[src/sv/mrte_pkg.sv]
// ----------------------------------------------------------------------------
// mrte_pkg
// shared types, codes and alphabets of the multi-radix text encoder
// ----------------------------------------------------------------------------
package mrte_pkg;

    typedef enum logic [2:0] {
        MODE_B64    = 3'd0,
        MODE_B64URL = 3'd1,
        MODE_B32    = 3'd2,
        MODE_B32HEX = 3'd3,
        MODE_B16    = 3'd4,
        MODE_BITS_M = 3'd5,
        MODE_BITS_L = 3'd6,
        MODE_Z85    = 3'd7
    } mode_t;

    localparam logic CFG_MODE = 1'b0;
    localparam logic CFG_WRAP = 1'b1;

    localparam logic [11:0] WRAP_RESET = 12'd76;
    localparam logic [11:0] COL_MAX    = 12'hFFF;
    localparam logic [7:0]  CHAR_NL    = 8'h0A;
    localparam logic [7:0]  CHAR_PAD   = 8'h3D;

    // floor(w / 85) == (w * Z85_MAGIC) >> 38 for every 32-bit w
    localparam logic [31:0] Z85_MAGIC = 32'hC0C0C0C1;

    localparam logic [8*85-1:0] Z85_ALPHA =
        {"0123456789abcdefghijklmnopqrstuvwxyzABCDEFGHIJKLMNOPQRSTUVWXYZ",
         ".-:+=^!/*?&<>()[]{}@%$#"};

    // one unit of work for the back end: the characters of one input transaction
    typedef struct packed {
        mode_t       mode;
        logic [39:0] bits;    // symbols left-aligned; z85 word in [31:0]
        logic [3:0]  nchars;  // encoded characters, the rest up to total is padding
        logic [3:0]  total;
        logic        eos;     // close with the final newline
        logic        err;
    } job_t;

    function automatic logic [7:0] b64_char(input logic [5:0] v, input logic url);
        logic [7:0] c;
        if (v < 6'd26)      c = 8'h41 + 8'(v);
        else if (v < 6'd52) c = 8'h61 + 8'(v - 6'd26);
        else if (v < 6'd62) c = 8'h30 + 8'(v - 6'd52);
        else if (v == 6'd62) c = url ? 8'h2D : 8'h2B;
        else                c = url ? 8'h5F : 8'h2F;
        return c;
    endfunction

    function automatic logic [7:0] b32_char(input logic [4:0] v, input logic hex);
        logic [7:0] c;
        if (hex) c = (v < 5'd10) ? 8'h30 + 8'(v) : 8'h41 + 8'(v - 5'd10);
        else     c = (v < 5'd26) ? 8'h41 + 8'(v) : 8'h32 + 8'(v - 5'd26);
        return c;
    endfunction

    function automatic logic [7:0] b16_char(input logic [3:0] v);
        return (v < 4'd10) ? 8'h30 + 8'(v) : 8'h41 + 8'(v - 4'd10);
    endfunction

    function automatic logic [7:0] z85_char(input logic [6:0] d);
        return Z85_ALPHA[8*(84 - 32'(d)) +: 8];
    endfunction

endpackage

[src/sv/mrte_front.sv]
// ----------------------------------------------------------------------------
// mrte_front
// collects bytes into groups and turns each transaction into a job
// ----------------------------------------------------------------------------
module mrte_front (
    input  logic                  aclk,
    input  logic                  aresetn,
    input  mrte_pkg::mode_t       mode,
    input  logic                  clear_group,
    input  logic                  accept,
    input  logic [7:0]            data_byte,
    input  logic                  has_byte,
    input  logic                  end_of_stream,
    output logic                  push,
    output mrte_pkg::job_t        job
);

    logic [31:0] group_reg, group_next;
    logic [2:0]  count_reg, count_next;
    logic [2:0]  gsize;
    logic        full;
    logic [31:0] gb_upd;
    logic [2:0]  cnt_upd;
    logic [39:0] v40;

    always_comb begin
        unique case (mode)
            mrte_pkg::MODE_B64, mrte_pkg::MODE_B64URL: gsize = 3'd3;
            mrte_pkg::MODE_B32, mrte_pkg::MODE_B32HEX: gsize = 3'd5;
            mrte_pkg::MODE_Z85:                        gsize = 3'd4;
            default:                                   gsize = 3'd1;
        endcase
    end

    assign full = has_byte && ({1'b0, count_reg} + 4'd1 >= {1'b0, gsize});
    assign v40  = {group_reg, data_byte};

    always_comb begin
        gb_upd  = group_reg;
        cnt_upd = count_reg;
        if (has_byte) begin
            if (full) begin
                gb_upd  = '0;
                cnt_upd = '0;
            end else begin
                gb_upd  = {group_reg[23:0], data_byte};
                cnt_upd = count_reg + 3'd1;
            end
        end
    end

    always_comb begin
        job.mode   = mode;
        job.bits   = '0;
        job.nchars = '0;
        job.total  = '0;
        job.eos    = end_of_stream;
        job.err    = (mode == mrte_pkg::MODE_Z85) && end_of_stream && (cnt_upd != 3'd0);
        if (full) begin
            case (mode)
                mrte_pkg::MODE_B64, mrte_pkg::MODE_B64URL: begin
                    job.bits = {v40[23:0], 16'd0};
                    job.nchars = 4'd4;
                end
                mrte_pkg::MODE_B32, mrte_pkg::MODE_B32HEX: begin
                    job.bits = v40;
                    job.nchars = 4'd8;
                end
                mrte_pkg::MODE_B16: begin
                    job.bits = {data_byte, 32'd0};
                    job.nchars = 4'd2;
                end
                mrte_pkg::MODE_BITS_M: begin
                    job.bits = {data_byte, 32'd0};
                    job.nchars = 4'd8;
                end
                mrte_pkg::MODE_BITS_L: begin
                    // bit 0 goes out first
                    job.bits = {data_byte[0], data_byte[1], data_byte[2], data_byte[3],
                                data_byte[4], data_byte[5], data_byte[6], data_byte[7],
                                32'd0};
                    job.nchars = 4'd8;
                end
                default: begin
                    job.bits = {8'd0, v40[31:0]};
                    job.nchars = 4'd5;
                end
            endcase
            job.total = job.nchars;
        end else if (cnt_upd != 3'd0) begin
            // partial group flushed at end of stream
            case (mode)
                mrte_pkg::MODE_B64, mrte_pkg::MODE_B64URL: begin
                    job.total = 4'd4;
                    if (cnt_upd == 3'd1) begin
                        job.bits = {gb_upd[7:0], 32'd0};
                        job.nchars = 4'd2;
                    end else begin
                        job.bits = {gb_upd[15:0], 24'd0};
                        job.nchars = 4'd3;
                    end
                end
                mrte_pkg::MODE_B32, mrte_pkg::MODE_B32HEX: begin
                    job.total = 4'd8;
                    case (cnt_upd)
                        3'd1:    begin job.bits = {gb_upd[7:0], 32'd0};  job.nchars = 4'd2; end
                        3'd2:    begin job.bits = {gb_upd[15:0], 24'd0}; job.nchars = 4'd4; end
                        3'd3:    begin job.bits = {gb_upd[23:0], 16'd0}; job.nchars = 4'd5; end
                        default: begin job.bits = {gb_upd, 8'd0};        job.nchars = 4'd7; end
                    endcase
                end
                default: ;
            endcase
        end
    end

    assign push = accept && (full || end_of_stream);

    always_comb begin
        group_next = group_reg;
        count_next = count_reg;
        if (clear_group) begin
            group_next = '0;
            count_next = '0;
        end else if (accept) begin
            group_next = end_of_stream ? 32'd0 : gb_upd;
            count_next = end_of_stream ? 3'd0 : cnt_upd;
        end
    end

    always_ff @(posedge aclk) begin
        if (!aresetn) begin
            group_reg <= '0;
            count_reg <= '0;
        end else begin
            group_reg <= group_next;
            count_reg <= count_next;
        end
    end

endmodule

[src/sv/mrte_fifo.sv]
// ----------------------------------------------------------------------------
// mrte_fifo
// two-entry job queue between front and back end
// ----------------------------------------------------------------------------
module mrte_fifo (
    input  logic            aclk,
    input  logic            aresetn,
    input  logic            push,
    input  mrte_pkg::job_t  push_job,
    input  logic            pop,
    output mrte_pkg::job_t  head,
    output logic            not_empty,
    output logic            not_full
);

    mrte_pkg::job_t slot_reg [2];
    logic       wr_reg, wr_next;
    logic       rd_reg, rd_next;
    logic [1:0] cnt_reg, cnt_next;

    assign head      = slot_reg[rd_reg];
    assign not_empty = cnt_reg != 2'd0;
    assign not_full  = cnt_reg != 2'd2;

    always_comb begin
        wr_next  = push ? ~wr_reg : wr_reg;
        rd_next  = pop ? ~rd_reg : rd_reg;
        cnt_next = cnt_reg + {1'b0, push} - {1'b0, pop};
    end

    always_ff @(posedge aclk) begin
        if (push) slot_reg[wr_reg] <= push_job;
    end

    always_ff @(posedge aclk) begin
        if (!aresetn) begin
            wr_reg  <= 1'b0;
            rd_reg  <= 1'b0;
            cnt_reg <= '0;
        end else begin
            wr_reg  <= wr_next;
            rd_reg  <= rd_next;
            cnt_reg <= cnt_next;
        end
    end

endmodule

[src/sv/mrte_back.sv]
// ----------------------------------------------------------------------------
// mrte_back
// runs jobs: z85 digit extraction, character emission, line wrapping
// ----------------------------------------------------------------------------
module mrte_back (
    input  logic            aclk,
    input  logic            aresetn,
    input  logic [11:0]     wrap_columns,
    input  mrte_pkg::job_t  head,
    input  logic            not_empty,
    output logic            pop,
    output logic            m_valid,
    input  logic            m_ready,
    output logic [7:0]      m_out_char,
    output logic            m_run_last,
    output logic            m_stream_done,
    output logic            m_length_error
);

    typedef enum logic [3:0] {
        ST_IDLE = 4'b0001,
        ST_MUL  = 4'b0010,
        ST_SUB  = 4'b0100,
        ST_EMIT = 4'b1000
    } state_t;

    state_t          state_reg, state_next;
    mrte_pkg::job_t  job_reg, job_next;
    logic [3:0]      idx_reg, idx_next;
    logic [11:0]     col_reg, col_next;
    logic [31:0]     w_reg, w_next;
    logic [63:0]     prod_reg, prod_next;
    logic [2:0]      k_reg, k_next;
    logic [6:0]      dig_reg [5];
    logic            dig_we;
    logic [25:0]     quot;
    logic [31:0]     rem_full;
    logic            out_free, emit, finish;
    logic [7:0]      sym_char, ch_next;
    logic            last_next, done_next, err_next;
    logic            valid_reg;
    logic [7:0]      char_reg;
    logic            last_reg, done_reg, err_reg;

    assign out_free = !valid_reg || m_ready;
    assign quot     = prod_reg[63:38];
    assign rem_full = w_reg - 32'(quot) * 32'd85;

    always_comb begin
        case (job_reg.mode)
            mrte_pkg::MODE_B64, mrte_pkg::MODE_B64URL:
                sym_char = mrte_pkg::b64_char(job_reg.bits[39:34],
                                              job_reg.mode == mrte_pkg::MODE_B64URL);
            mrte_pkg::MODE_B32, mrte_pkg::MODE_B32HEX:
                sym_char = mrte_pkg::b32_char(job_reg.bits[39:35],
                                              job_reg.mode == mrte_pkg::MODE_B32HEX);
            mrte_pkg::MODE_B16:
                sym_char = mrte_pkg::b16_char(job_reg.bits[39:36]);
            mrte_pkg::MODE_BITS_M, mrte_pkg::MODE_BITS_L:
                sym_char = job_reg.bits[39] ? 8'h31 : 8'h30;
            default:
                sym_char = mrte_pkg::z85_char(dig_reg[idx_reg[2:0]]);
        endcase
    end

    always_comb begin
        state_next = state_reg;
        job_next   = job_reg;
        idx_next   = idx_reg;
        col_next   = col_reg;
        w_next     = w_reg;
        prod_next  = prod_reg;
        k_next     = k_reg;
        dig_we     = 1'b0;
        emit       = 1'b0;
        finish     = 1'b0;
        pop        = 1'b0;
        ch_next    = mrte_pkg::CHAR_NL;
        last_next  = 1'b0;
        done_next  = 1'b0;
        err_next   = 1'b0;

        unique case (state_reg)
            ST_IDLE: ;
            ST_MUL: begin
                prod_next  = {32'd0, w_reg} * {32'd0, mrte_pkg::Z85_MAGIC};
                state_next = ST_SUB;
            end
            ST_SUB: begin
                dig_we     = 1'b1;
                w_next     = 32'(quot);
                k_next     = k_reg + 3'd1;
                state_next = (k_reg == 3'd4) ? ST_EMIT : ST_MUL;
            end
            ST_EMIT: begin
                if (out_free) begin
                    emit = 1'b1;
                    if (idx_reg < job_reg.total) begin
                        if (wrap_columns != 12'd0 && col_reg >= wrap_columns) begin
                            col_next = '0;
                        end else begin
                            ch_next  = (idx_reg < job_reg.nchars) ? sym_char
                                                                  : mrte_pkg::CHAR_PAD;
                            col_next = (col_reg != mrte_pkg::COL_MAX) ? col_reg + 12'd1
                                                                      : col_reg;
                            idx_next = idx_reg + 4'd1;
                            job_next.bits = job_reg.bits << (
                                (job_reg.mode == mrte_pkg::MODE_B64 ||
                                 job_reg.mode == mrte_pkg::MODE_B64URL) ? 6 :
                                (job_reg.mode == mrte_pkg::MODE_B32 ||
                                 job_reg.mode == mrte_pkg::MODE_B32HEX) ? 5 :
                                (job_reg.mode == mrte_pkg::MODE_B16) ? 4 : 1);
                            if (idx_reg + 4'd1 == job_reg.total && !job_reg.eos) begin
                                last_next = 1'b1;
                                finish    = 1'b1;
                            end
                        end
                    end else begin
                        col_next  = '0;
                        last_next = 1'b1;
                        done_next = 1'b1;
                        err_next  = job_reg.err;
                        finish    = 1'b1;
                    end
                    if (finish) state_next = ST_IDLE;
                end
            end
            default: state_next = ST_IDLE;
        endcase

        // next job starts right behind the last character of the current one
        if ((state_reg == ST_IDLE || finish) && not_empty) begin
            pop      = 1'b1;
            job_next = head;
            idx_next = '0;
            w_next   = head.bits[31:0];
            k_next   = '0;
            state_next = (head.mode == mrte_pkg::MODE_Z85 && head.total != 4'd0)
                         ? ST_MUL : ST_EMIT;
        end
    end

    always_ff @(posedge aclk) begin
        if (dig_we) dig_reg[3'd4 - k_reg] <= rem_full[6:0];
        job_reg  <= job_next;
        idx_reg  <= idx_next;
        w_reg    <= w_next;
        prod_reg <= prod_next;
        k_reg    <= k_next;
        if (emit) begin
            char_reg <= ch_next;
            last_reg <= last_next;
            done_reg <= done_next;
            err_reg  <= err_next;
        end
    end

    always_ff @(posedge aclk) begin
        if (!aresetn) begin
            state_reg <= ST_IDLE;
            col_reg   <= '0;
            valid_reg <= 1'b0;
        end else begin
            state_reg <= state_next;
            col_reg   <= col_next;
            if (emit)         valid_reg <= 1'b1;
            else if (m_ready) valid_reg <= 1'b0;
        end
    end

    assign m_valid        = valid_reg;
    assign m_out_char     = char_reg;
    assign m_run_last     = last_reg;
    assign m_stream_done  = done_reg;
    assign m_length_error = err_reg;

endmodule

[src/sv/multi_radix_text_encoder_top.sv]
// ----------------------------------------------------------------------------
// multi_radix_text_encoder_top
// byte stream to base64/base64url/base32/base32hex/base16/bit string/z85 text
// ----------------------------------------------------------------------------
// Each input transaction carries at most one byte and an end-of-stream mark.
// The front end collects bytes into groups (3 for base64, 5 for base32, 4 for
// z85, 1 otherwise) and hands each completed or flushed group as a job to a
// two-entry queue; the back end sends one character per cycle on the m_ port
// while the receiver is ready and no z85 digit extraction runs, inserting wrap
// newlines and the final newline that closes every stream. An item causes up
// to 17 characters, wrap and final newlines included; a z85 group first has its
// five digits extracted on the shared 32x32 reciprocal multiplier, each digit
// in a multiply step and a subtract step. Items that cause no output are taken
// whenever the queue has room. Writes to register 0 (encoding mode) drop any
// pending partial group; register 1 sets the wrap width, 0 turning wrapping off.
// ----------------------------------------------------------------------------
module multi_radix_text_encoder_top (
    input  logic        aclk,
    input  logic        aresetn,
    // configuration write channel
    input  logic        cfg_valid,
    output logic        cfg_ready,
    input  logic        cfg_index,
    input  logic [11:0] cfg_data,
    // byte input
    input  logic        s_valid,
    output logic        s_ready,
    input  logic [7:0]  s_data_byte,
    input  logic        s_has_byte,
    input  logic        s_end_of_stream,
    // character output
    output logic        m_valid,
    input  logic        m_ready,
    output logic [7:0]  m_out_char,
    output logic        m_run_last,
    output logic        m_stream_done,
    output logic        m_length_error
);

    mrte_pkg::mode_t mode_reg;
    logic [11:0]     wrap_reg;
    logic            cfg_fire, s_fire, clear_group;
    logic            push, pop, not_empty, not_full;
    mrte_pkg::job_t  push_job, head;

    // config is always taken; the user must send it only while the block is idle, the block does not check this itself
    assign cfg_ready   = 1'b1;
    assign cfg_fire    = cfg_valid && cfg_ready;
    assign clear_group = cfg_fire && cfg_index == mrte_pkg::CFG_MODE;

    always_ff @(posedge aclk) begin
        if (!aresetn) begin
            mode_reg <= mrte_pkg::MODE_B64;
            wrap_reg <= mrte_pkg::WRAP_RESET;
        end else if (cfg_fire) begin
            if (cfg_index == mrte_pkg::CFG_MODE) mode_reg <= mrte_pkg::mode_t'(cfg_data[2:0]);
            else                                 wrap_reg <= cfg_data;
        end
    end

    // accept whenever the queue has a free slot, even if this item makes no job
    assign s_ready = not_full;
    assign s_fire  = s_valid && s_ready;

    mrte_front u_front (
        .aclk          (aclk),
        .aresetn       (aresetn),
        .mode          (mode_reg),
        .clear_group   (clear_group),
        .accept        (s_fire),
        .data_byte     (s_data_byte),
        .has_byte      (s_has_byte),
        .end_of_stream (s_end_of_stream),
        .push          (push),
        .job           (push_job)
    );

    mrte_fifo u_fifo (
        .aclk      (aclk),
        .aresetn   (aresetn),
        .push      (push),
        .push_job  (push_job),
        .pop       (pop),
        .head      (head),
        .not_empty (not_empty),
        .not_full  (not_full)
    );

    // back end owns the column count and the output register
    mrte_back u_back (
        .aclk           (aclk),
        .aresetn        (aresetn),
        .wrap_columns   (wrap_reg),
        .head           (head),
        .not_empty      (not_empty),
        .pop            (pop),
        .m_valid        (m_valid),
        .m_ready        (m_ready),
        .m_out_char     (m_out_char),
        .m_run_last     (m_run_last),
        .m_stream_done  (m_stream_done),
        .m_length_error (m_length_error)
    );

endmodule

[config.mk]
export PLATFORM = sky130hd
export DESIGN_NAME = multi_radix_text_encoder_top
export DESIGN_NICKNAME = d
export VERILOG_FILES = /design/src/sv/mrte_pkg.sv /design/src/sv/mrte_front.sv /design/src/sv/mrte_fifo.sv /design/src/sv/mrte_back.sv /design/src/sv/multi_radix_text_encoder_top.sv
export SDC_FILE = /design/constraint.sdc
export NUM_CORES = 1
export LEC_CHECK = 0
export ABC_CLOCK_PERIOD_IN_PS = 7600
export BUFFER_PORTS_ARGS = -buffer_cell sky130_fd_sc_hd__buf_4
export CAP_MARGIN = 20
export CORE_MARGIN = 2
export CORE_UTILIZATION = 50
export CTS_BUF_LIST = sky130_fd_sc_hd__clkbuf_8
export CTS_CLUSTER_SIZE = 14
export DETAILED_ROUTE_END_ITERATION = 10
export GPL_ROUTABILITY_DRIVEN = 0
export PLACE_DENSITY = 0.74
export SLEW_MARGIN = 20
export SYNTH_ARGS = -nofsm -noshare
export SYNTH_HDL_FRONTEND = slang
export SYNTH_SLANG_ARGS = --single-unit
[constraint.sdc]
create_clock -name aclk -period 7.6 [get_ports aclk]
set_input_delay 1.14 -clock aclk [delete_from_list [all_inputs] [get_ports aclk]]
set_output_delay 1.14 -clock aclk [all_outputs]
set_load 0.1 [all_outputs]
Word level (Yosys, flattened, before mapping)
Memory sizes are Yosys's and may differ from the RTL's. A register that Yosys moved wholly into a read port is not among the register bits.
Index checks and enable logic that the tools add are counted.

storage, ports and cells
  logic and storage cells = 216
  bits in read-only memories = 0
  register bits = 238
  memory bits (writable) = 141
  bits in latches = 0
  input bits = 28
  memories = 2

memory list
  name             depth  width  rd ports  clocked after Yosys merged registers in  wr ports  line             text
  u_fifo.slot_reg  2      53     1         1                                        1         mrte_fifo.sv:16  mrte_pkg::job_t slot_reg [2];
  u_back.dig_reg   5      7      1         1                                        1         mrte_back.sv:34  logic [6:0] dig_reg [5];

cells by class
  $mul = 2
  order comparisons = 10
  mux-type cells = 67
  reduce and logical (&&, ||, !) cells = 44
  eq/ne operators = 31
  bitwise gates (word level) = 9
  div/mod/pow operators = 0
  shifts and indexed selects = 2
  add/subtract/negate cells = 24

operator list
  cell                       number
  $shiftx 680x33->8 const A  1
  $mux 32                    7
  $pmux 44 s5                1
  $mux 40                    4
  $pmux 44 s3                1
  $mux 48                    2
  $pmux 48 s2                1
  $mul 32x32->64 const B     1
  $mux 8                     8
  $mux 50                    1
  $mux 44                    1
  $shl 40x32->40             1
  $mux 12                    3
  $pmux 8 s4                 1
  $eq 3x3->1 const B         9
  $mul 26x7->7 const B       1
  $add 7x8->8 const A        3
  $mux 1                     21
  $mux 3                     7
  $mux 4                     5
  $eq 3x2->1 const B         6
  $add 6x8->8 const A        2
  $pmux 4 s4                 1
  $add 12x1->12 const B      1
  55 further kinds           100

Depth between registers and ports, before layout
  word-level depth = 15
  gate-level depth with buffers = 25

Cells and area by module
A second synthesis with hierarchy kept.

unflattened totals
  cell total of the unflattened synthesis = 2,976
  area total of the unflattened synthesis = 30,098.9 um2

modules (own cells, without submodules)
  module                        seq. area each (um2)  area an instance (um2)  cells an instance  times used
  mrte_back                     5,255.0               21,585.7                2,236              1
  mrte_fifo                     3,283.1               4,304.1                 186                1
  mrte_front                    700.7                 3,543.4                 484                1
  multi_radix_text_encoder_top  300.3                 665.6                   70                 1

Worst setup path before layout
OpenSTA, ideal clock, no wires.

  path type = reg2reg
  start point = reg u_back.w_reg[10]
  end point = reg u_back.prod_reg[63], data pin
  required time = 7.340 ns
  library setup time = 0.260 ns
  arrival = 6.265 ns
  cell stages (with the launch flop) = 26
  path slack = 1.075 ns
  path through = edfxtp_1 -> ha_1 -> ha_1 -> inv_1 -> fa_1 -> inv_1 -> fa_1 -> inv_1 -> fa_1 -> inv_1 -> fa_1 -> inv_1 -> fa_1 -> inv_1 -> ha_1 -> ha_1 -> a21o_1 -> a21oi_1 -> nor2b_1 -> or3_1 -> nor3_1 -> a21oi_1 -> a221oi_1 -> a21oi_1 -> a21oi_1 -> xnor2_1

on the way
  cells in the longest elaborated chain, start to end = 1

RTL lines
  what                      line              text
  start: declaration        mrte_back.sv:31   logic [31:0] w_reg, w_next;
  start signal: assignment  mrte_back.sv:147  w_reg <= w_next;
  $mul 32x32->64            mrte_back.sv:86   prod_next = {32'd0, w_reg} * {32'd0, mrte_pkg::Z85_MAGIC};
  end signal: assignment    mrte_back.sv:148  prod_reg <= prod_next;
  end: declaration          mrte_back.sv:32   logic [63:0] prod_reg, prod_next;

Every way passes these cells.
A chain may end at the register's enable or synchronous reset.

Worst setup path in the final report
  start point = reg u_back.w_reg[4]
  end point = reg u_back.prod_reg[56], data pin

Same word-level chain as after synthesis.

==> results.cfg <==
[final_layout]
area_delta_synth_final_pct = 7.46
antenna_cells = 0
multiInputGateArea_sq_um = 17600
nets = 3501
drive_gt1_frac = 0.0759
largest_register_ffs = 106
seqCellArea_sq_um = 9540
nFillCells = 4904
final_cell_mix = inv_1, ha_1, edfxtp_1, nand2_1, nor2_1
layout_commonest_cell = inv_1

[logic_synthesis]
seq_area_frac_synth = 0.328
yosysUniqueCellTypes = 89
mappedNetlistArea_sq_um = 29100
synthMuxAreaShare = 0.0273
synth_area_leaders = edfxtp_1, ha_1, fa_1
synth_compound_area_frac = 0.161
synth_top_family_by_area = adder cells
synth_flop_cell = edfxtp_1
yosys.area_share.simple = 0.105
synth.net_count = 3507
ys_warn_count = 0
ys_async_sr_fraction = 0
syn-instance-count = 2932
synth_top_area_cell = edfxtp_1
yosysTopAreaCellShare = 0.271
synth_fa_ha_area_frac = 0.279
synth-seq-cells = 345
syn_area_per_cell_sq_um = 9.93
synthXorXnorAreaFrac = 0.0293
synth-edff-count = 263

[detailed_routing]
vias_per_cell = 6.01
first_iter_violations = 2194
drtAntennaViolNets = 0
drc = 0
vias = 22500
drt-wirelength-per-cell_um = 19.7
firstDrtPassIters = 6
totalWireLength_um = 73900

[die]
coreArea_sq_um = 57600
dieArea_sq_um = 60200
num_rows = 88
die_y_um = 245
die_w_um = 245
start_util = 0.505
ios = 42

[global_route]
globalRoute.totalOverflow = 0
first_global_vias = 22500
grt_max_degree = 81
grt_pass1_wl_um = 119000
track_usage = 0.246
antenna_found_initial = 0

[critical_path]
required_ns = 8.00
r2r-end = u_back.prod_reg[56]$_DFFE_PN_
cp_cell_sequence = ha_1 -> ha_1 -> inv_1 -> fa_1 -> inv_1 -> fa_1 -> inv_1 -> fa_1 -> fa_1 -> fa_1 -> inv_1 -> ha_1 -> ha_1 -> nor2b_1 -> o21ai_0 -> nand2_1 -> nand2_1 -> o31ai_1 -> buf_4 -> a211oi_1 -> o21bai_1 -> a41oi_1 -> xnor2_1
setup.worst_path.end_class = register
reg2regPathDepth = 23
critPathLaunchType = register
critPathMaxFanout = 4
cp_num_cells = 23
setup.worst_path.class = reg -> reg
cp_slowest_cell = fa_1
cp-startpoint = u_back.w_reg[4]$_DFFE_PP_
arrival_ns = 7.63
worstReg2RegStart = u_back.w_reg[4]$_DFFE_PP_
worstPathBufferInverterCount = 5
crit_family = adder cells
r2r_setup_slack_ns = 0.36
slowest_delay_ns = 0.56
path_common_cell = fa_1
crit_path_end = u_back.prod_reg[56]$_DFFE_PN_

[timing]
relSlewSlack = 0.254
finalSetupViolations = 0
clock_skew_ns = 0.0507
hold_viol = 0
drv_slew = 0
rsz0062_at_grt = false
holdWs_ns = 0.484
clock.fmax_ghz = 0.138
fin_crit_sh = 0.952
finalSetupTns_ns = 0
period_needed_ns = 7.24
worst-slew-pin-transition_ns = 1.11

[placed_design]
hpwlAfterDp_um = 55700
numPortBuffers = 40

[clocking]
clk_pin_slew_ns = 0.06
clock_path_buffers = 3
cts_tree = done
clock_latency_ns = 0.68
cts_buffers = 58
ctsHtreeMaxLevel = 2
clockRootBuffer = clkbuf_8
cts_resized = 0
hold_buffers = 0
post-cts-setup-buffers = 0
clock-sinks = 345

[run_status]
status = complete, no violations

[worst_hold_path]
min_path_type = reg -> reg

[run]
cap_violations = 0
[worst min-delay path by stage]
stage,cells past startpoint,from,endpoint,slack (ns)
6_report,2,u_back.k_reg[1]$_SDFFE_PP0P_,u_back.k_reg[1]$_SDFFE_PP0P_,0.48
5_1_grt,2,u_back.k_reg[1]$_SDFFE_PP0P_,u_back.k_reg[1]$_SDFFE_PP0P_,0.50
4_1_cts,2,u_back.k_reg[1]$_SDFFE_PP0P_,u_back.k_reg[1]$_SDFFE_PP0P_,0.49
3_5_place_dp,2,u_back.k_reg[1]$_SDFFE_PP0P_,u_back.k_reg[1]$_SDFFE_PP0P_,0.48
3_3_place_gp,2,u_back.k_reg[1]$_SDFFE_PP0P_,u_back.k_reg[1]$_SDFFE_PP0P_,0.46
2_1_floorplan,0,mode_reg[2]$_SDFFE_PN0P_,u_fifo.slot_reg[0][52]$_DFFE_PP_,0.42
[layout make-up]
cell class / instances / share of cell area
clock buffers: 60 / 0.0264
clock inverters: 50 / 0.0110
inverters: 401 / 0.0481
multi-input cells: 2050 / 0.562
flip-flops and latches: 345 / 0.305
well taps: 765 / 0.0306
repair buffers: 70 / 0.0168
[metrics by stage]
stage                      util  area (sq um)  setup WS [ns]  std cells
after floorplan               -         29100           1.07       2932
after global placement    0.523         30100          0.519       3631
after detailed placement  0.523         30100          0.528       3631
after CTS                 0.543         31300          0.474       3741
after global routing      0.543         31300          0.163       3741
final                     0.543         31300          0.364       3741
[routing by layer]
metal | global-route usage | vias up | wire, um | share of wire
met5 | 0 | - | 0 | 0
met4 | 0.100 | 0 | 3000 | 0.041
met3 | 0.0438 | 202 | 5700 | 0.077
met2 | 0.402 | 1081 | 34700 | 0.47
met1 | 0.325 | 10800 | 30500 | 0.41
li1 | - | 10400 | - | -
[cells in the mapped netlist, drive strengths merged, types with 12 or more instances]
library cell	instances
a22o	36
nand3	60
buf	20
mux2i	29
mux4	12
edfxtp	263
nor3	29
a21o	36
fa	171
a22oi	63
a211oi	42
a31oi	44
a21oi	125
o22ai	15
and2	23
nand2	202
inv	400
o21ai	156
dfxtp	82
mux2	19
xnor2	66
o221ai	13
ha	376
nor2b	58
nand4	16
nand2b	18
nor2	194
o211ai	89
clkbuf	116
and3	13
xor2	28
[kinds of logic (layout without fill, tap and decap cells)]
group / Yosys count / count (layout)
adder cells (fa/ha/maj): 547 / 547
flip-flops: 345 / 345
multiplexers: 60 / 60
AO/OA/AOI/OAI: 697 / 697
XOR/XNOR: 94 / 94
buffers and inverters: 537 / 581
other: 1 / 1
AND/OR/NAND/NOR: 651 / 651
[tightest hold or removal path: stages, from the launching register on]
cell and delay [ns]:
dfxtp_1 0.33, nand2_1 0.06, a21oi_1 0.05
Power is left out: the tool's default activity adds up to more than one toggle a clock period on the data nets, which glitch-free logic cannot reach.
